`config.mk`:
```
export PLATFORM = sky130hd
export DESIGN_NAME = wfrm_queue
export DESIGN_NICKNAME = d
export VERILOG_FILES = /design/src/wfrm_pkg.sv /design/src/wfrm_queue.sv
export SDC_FILE = /design/constraint.sdc
export NUM_CORES = 1
export LEC_CHECK = 0
export BUFFER_PORTS_ARGS = -buffer_cell sky130_fd_sc_hd__buf_2
export CAP_MARGIN = 20
export CELL_PAD_IN_SITES_DETAIL_PLACEMENT = 0
export CELL_PAD_IN_SITES_GLOBAL_PLACEMENT = 2
export CORE_MARGIN = 2
export CORE_UTILIZATION = 38
export DETAILED_ROUTE_END_ITERATION = 8
export PLACE_DENSITY = 0.77
export SYNTH_ARGS = -nofsm -noshare
export SYNTH_HDL_FRONTEND = slang
export SYNTH_SLANG_ARGS = --single-unit
```
`constraint.sdc`:
```
create_clock -name clk_i -period 5.9 [get_ports clk_i]
set_input_delay 0.59 -clock clk_i [delete_from_list [all_inputs] [get_ports clk_i]]
set_output_delay 0.59 -clock clk_i [all_outputs]
set_load 0.05 [all_outputs]
```
`src/wfrm_pkg.sv`:
```
// shared types and constants of the windowed frame rate meter
// no dependencies
package wfrm_pkg;

  localparam int TS_W      = 48;
  localparam int Q_W       = 32;
  localparam int GAP_W     = 24;
  localparam int MIN_W     = 8;
  localparam int MAXS_W    = 7;
  localparam int REFRESH_W = 20;
  localparam int MODE_W    = 2;

  // multiply-divide unit sizing
  localparam int MUL_B_W  = 20;
  localparam int FRAC_W   = 16;
  localparam int NUM_W    = TS_W + MUL_B_W + FRAC_W;
  localparam int MD_CNT_W = $clog2(NUM_W + 1);

  localparam logic [MUL_B_W-1:0] US_PER_S = 20'd1000000;
  localparam logic [MUL_B_W-1:0] UNITY    = 20'd1;
  localparam logic [TS_W-1:0]    NS_PER_S = 48'd1000000000;

  localparam int QUEUE_DEPTH = 2;

  // input modes
  localparam logic [MODE_W-1:0] MODE_SYS    = 2'd0;
  localparam logic [MODE_W-1:0] MODE_GAME   = 2'd1;
  localparam logic [MODE_W-1:0] MODE_REPORT = 2'd2;
  localparam logic [MODE_W-1:0] MODE_UNUSED = 2'd3;

  // register indexes
  localparam logic [2:0] REG_GAP_LIMIT = 3'd0;
  localparam logic [2:0] REG_SYS_MIN   = 3'd1;
  localparam logic [2:0] REG_GAME_MIN  = 3'd2;
  localparam logic [2:0] REG_SYS_MAX   = 3'd3;
  localparam logic [2:0] REG_GAME_MAX  = 3'd4;
  localparam logic [2:0] REG_REFRESH   = 3'd5;

  // report jobs on the shared divider
  localparam logic [1:0] JOB_SYS   = 2'd0;
  localparam logic [1:0] JOB_GAME  = 2'd1;
  localparam logic [1:0] JOB_SPEED = 2'd2;
  localparam logic [1:0] JOB_SCALE = 2'd3;

  typedef enum logic [1:0] {
    KIND_SYS,
    KIND_GAME,
    KIND_REPORT
  } kind_e;

  typedef struct packed {
    kind_e           kind;
    logic [TS_W-1:0] wall;
    logic [TS_W-1:0] guest;
  } item_t;

  typedef struct packed {
    logic [GAP_W-1:0]     gap_limit;
    logic [MIN_W-1:0]     sys_min;
    logic [MIN_W-1:0]     game_min;
    logic [MAXS_W-1:0]    sys_max;
    logic [MAXS_W-1:0]    game_max;
    logic [REFRESH_W-1:0] refresh;
  } cfg_t;

  typedef struct packed {
    logic [Q_W-1:0] scale;
    logic [Q_W-1:0] speed;
    logic [Q_W-1:0] game_rate;
    logic [Q_W-1:0] sys_fps;
  } report_t;

  typedef enum logic [3:0] {
    ST_IDLE,
    ST_DECODE,
    ST_SYS,
    ST_REP_N,
    ST_REP_O,
    ST_REP_G,
    ST_DIV_GO,
    ST_DIV_WAIT,
    ST_OUT
  } back_state_e;

  typedef enum logic [1:0] {
    MD_IDLE,
    MD_MUL,
    MD_DIV
  } md_state_e;

endpackage

```
`src/wfrm_queue.sv`:
```
// short queue of classified items between front and back
// depends on wfrm_pkg
module wfrm_queue import wfrm_pkg::*; (
  input  logic  clk_i,
  input  logic  rst_ni,
  input  logic  push_i,
  input  item_t item_i,
  output logic  full_o,
  input  logic  pop_i,
  output logic  valid_o,
  output item_t item_o
);

  localparam int PTR_W = $clog2(QUEUE_DEPTH);
  localparam int FILL_W = $clog2(QUEUE_DEPTH + 1);

  item_t              slot_q [QUEUE_DEPTH];
  logic [PTR_W-1:0]   wr_ptr_q, wr_ptr_d, rd_ptr_q, rd_ptr_d;
  logic [FILL_W-1:0]  fill_q, fill_d;
  logic               do_push, do_pop;

  assign full_o  = fill_q == FILL_W'(QUEUE_DEPTH);
  assign valid_o = fill_q != '0;
  assign item_o  = slot_q[rd_ptr_q];
  assign do_push = push_i && !full_o;
  assign do_pop  = pop_i && valid_o;

  always_comb begin
    wr_ptr_d = wr_ptr_q;
    rd_ptr_d = rd_ptr_q;
    fill_d   = fill_q;
    if (do_push) begin
      wr_ptr_d = (wr_ptr_q == PTR_W'(QUEUE_DEPTH - 1)) ? '0 : wr_ptr_q + 1'b1;
    end
    if (do_pop) begin
      rd_ptr_d = (rd_ptr_q == PTR_W'(QUEUE_DEPTH - 1)) ? '0 : rd_ptr_q + 1'b1;
    end
    if (do_push && !do_pop) begin
      fill_d = fill_q + 1'b1;
    end else if (do_pop && !do_push) begin
      fill_d = fill_q - 1'b1;
    end
  end

  always_ff @(posedge clk_i or negedge rst_ni) begin
    if (!rst_ni) begin
      wr_ptr_q <= '0;
      rd_ptr_q <= '0;
      fill_q   <= '0;
    end else begin
      wr_ptr_q <= wr_ptr_d;
      rd_ptr_q <= rd_ptr_d;
      fill_q   <= fill_d;
    end
  end

  always_ff @(posedge clk_i) begin
    if (do_push) begin
      slot_q[wr_ptr_q] <= item_i;
    end
  end

endmodule

```
==> flow_metrics.tcl <==
set metrics [dict create \
    power_density_nw_per_um2 595 \
    core_um2 18800 \
    async_reset_ff_share_pct 2.00 \
    synth_edf_count 196 \
    slew-limit-headroom_pct 30.8 \
    tightest_slew_ns 1.04 \
    synthTopCellsByArea "edfxtp_1 81%, mux2_2 14%, mux2_4 2.1%, dfrtp_1 1.4%, buf_2 0.55%" \
    syn_area_per_cell_um2 22.5 \
    fin_cells 785 \
    hp-class "input port to flip-flop" \
    final_max_slew_viol_count 0 \
    crit_required_ns 5.31 \
    first_global_vias 3741 \
    fin_hold_ws_ns 0.348 \
    fin_tns_setup_ns 0 \
    synth_nets 427 \
    grt_max_degree 74 \
    dieArea_um2 20300 \
    critPathMaxFanout 51 \
    crit_chain "buf_4, mux2_2, buf_2" \
    synthFlopType "edfxtp_1" \
    final_area_um2 9160 \
    rsz0062_at_grt "false" \
    clock_skew_ns 0.0111 \
    maxCapViolCount 0 \
    fin_crit_ns 3.34 \
    p_leak_nw 3.45 \
    drt_iter0_drc 207 \
    synth_common_cells "196 x edfxtp_1, 88 x mux2_2, 10 x mux2_4" \
    yosysTopAreaCell "edfxtp_1" \
    cts-root-buf "clkbuf_16" \
    pin_count 202 \
    cp-end-kind "output pin" \
    fillers 1599 \
    dr.pass1.iters 4 \
    ys_warn_count 0 \
    dp_hpwl_um 8880 \
    htreeDepth 4 \
    multi_input_area_um2 1240 \
    drive_gt1_share_pct 61.3 \
    final_nets 640 \
    irDropWorstVdd_v 0.000327 \
    antenna_found_initial 1 \
    netlist_instances 324 \
    critPathMaxStageDelay_ns 0.90 \
    synth_cell_type_count 15 \
    clkSinkCount 200 \
    avgRoutedWirePerCell_um 17.6 \
    cts_setup_buffers 0 \
    status "completed" \
    grt_util_all_layers_pct 13.3 \
    place_congestion 0.734 \
    setup_viol 0 \
    synth_top_area_share_pct 80.6 \
    slowest_stage "dfrtp_4" \
    fin_crit_sh_pct 56.6 \
    worstSkewPairLatency_ns 0.43 \
    clock_path_buffers 2 \
    worst-setup-path-type "flip-flop to output pin" \
    yosys.cell_count.top_type "edfxtp_1" \
    vias_per_cell 4.67 \
    fp.dieW_um 143 \
    arrival_ns 2.75 \
    wl_um 13800 \
    antenna_left 0 \
    num_vias 3669 \
    clk_pin_slew_ns 0.07 \
    drc 0 \
    port_buffers 201 \
    grt-ovfl-total 0 \
    max_freq_mhz 300 \
    placed_cell_area_um2 8560 \
    dieHeight_um 143 \
    initial_utilization_pct 38.9 \
    ys_seq_area_share_pct 82.0 \
    grt_pass1_wl_um 20200 \
    hold_viol_final 0 \
    syn_area_um2 7300 \
    cp-start-kind "flip-flop" \
    area_growth_pct 25.6 \
    ys_ff_latch 200 \
    cts_made_buffers 17 \
    fp-row-count 50 \
    post-place-cells 751 \
    tritoncts "done" \
    register_area_um2 5990 \
]
-- stage by stage --
step	total power [W]	utilization [%]	worst slack (ns)
after detailed placement	0.00436	45.6	2.96
after floorplan	0.00390	-	0.586
after CTS	0.00553	48.8	2.50
after global placement	0.00434	45.6	2.99
final	0.00545	48.8	2.56
after global routing	0.00567	48.8	2.42
-- repair_timing --
action                                 CTS  global route
hold buffers                             1             0
resized for setup                        0             0
endpoints found under the hold margin    4             0
-- report_power, final --
| group | switching [W] | internal, W |
|---|---|---|
| clock | 0.000516 | 0.000635 |
| sequential | 0.000140 | 0.00195 |
| combinational | 0.00161 | 0.000602 |
| total | 0.00227 | 0.00318 |
-- worst paths after layout --
check,startpoint,end,slack (ns),cells after the start
worst max-delay path,rd_ptr_q,item_o[39],2.56,3
worst min-delay path,item_i[71],slot_q[1][71],0.35,1
worst max register to register,fill_q[0],slot_q[0][44],3.13,4
worst min register to register,fill_q[1],fill_q[1],0.51,1
max in group asynchronous,rst_ni,rd_ptr_q,5.26,2
min in group asynchronous,rst_ni,fill_q[0],0.50,2
-- cells in the final DEF, fill, tap and decap left out --
| cell | netlist | layout |
|---|---|---|
| nor2_1 | 2 | 1 |
| clkinv_4 | 0 | 3 |
| dlygate4sd3_1 | 0 | 1 |
| inv_8 | 0 | 1 |
| clkbuf_16 | 0 | 17 |
| diode_2 | 0 | 1 |
| and3_4 | 0 | 1 |
| clkinv_2 | 0 | 2 |
| ha_1 | 1 | 1 |
| xor2_1 | 2 | 2 |
| inv_1 | 2 | 2 |
| inv_6 | 0 | 6 |
| nor2_4 | 0 | 1 |
| bufinv_16 | 0 | 2 |
| mux2_2 | 88 | 88 |
| dfrtp_1 | 4 | 3 |
| dfrtp_4 | 0 | 1 |
| buf_2 | 8 | 201 |
| clkinv_1 | 0 | 1 |
| xnor2_1 | 3 | 3 |
| nand2_1 | 2 | 2 |
| buf_4 | 0 | 3 |
| or2_2 | 1 | 1 |
| nand2b_1 | 1 | 1 |
| edfxtp_1 | 196 | 196 |
| mux2_4 | 10 | 10 |
-- routing by layer --
metal	wire length (um)	up-vias	GRT usage (%)
li1	-	1712	-
met1	6000	1792	17.0
met2	6670	152	21.1
met3	966	13	4.48
met4	200	0	5.21
met5	0	-	0
-- area by class of cell --
type,instances,area share [%]
flip-flops and latches,200,65.4
multi-input cells,111,13.6
repair buffers,205,11.3
clock buffers,17,4.64
well taps,234,3.19
clock inverters,15,1.79
inverters,2,0.0819
diodes,1,0.0273
-- logic make-up after synthesis --
family | synth area share, %
flops | 82.0
buf+inv | 1.11
simple gates | 0.463
fa+ha+maj | 0.171
xor+xnor | 0.600
mux | 15.6
-- worst max-delay path: cells and delay by family (launching register included) --
kind                   cells  cell delay [ns]
buffers and inverters      2             0.91
flip-flops                 1             0.90
multiplexers               1             0.43
-- sequential cells by signal, summed over array words and instances, names as in the netlist --
signal,count
slot_q,196
fill_q,2
rd_ptr_q,1
wr_ptr_q,1
Note: power is estimated with default switching activity, not from simulation.
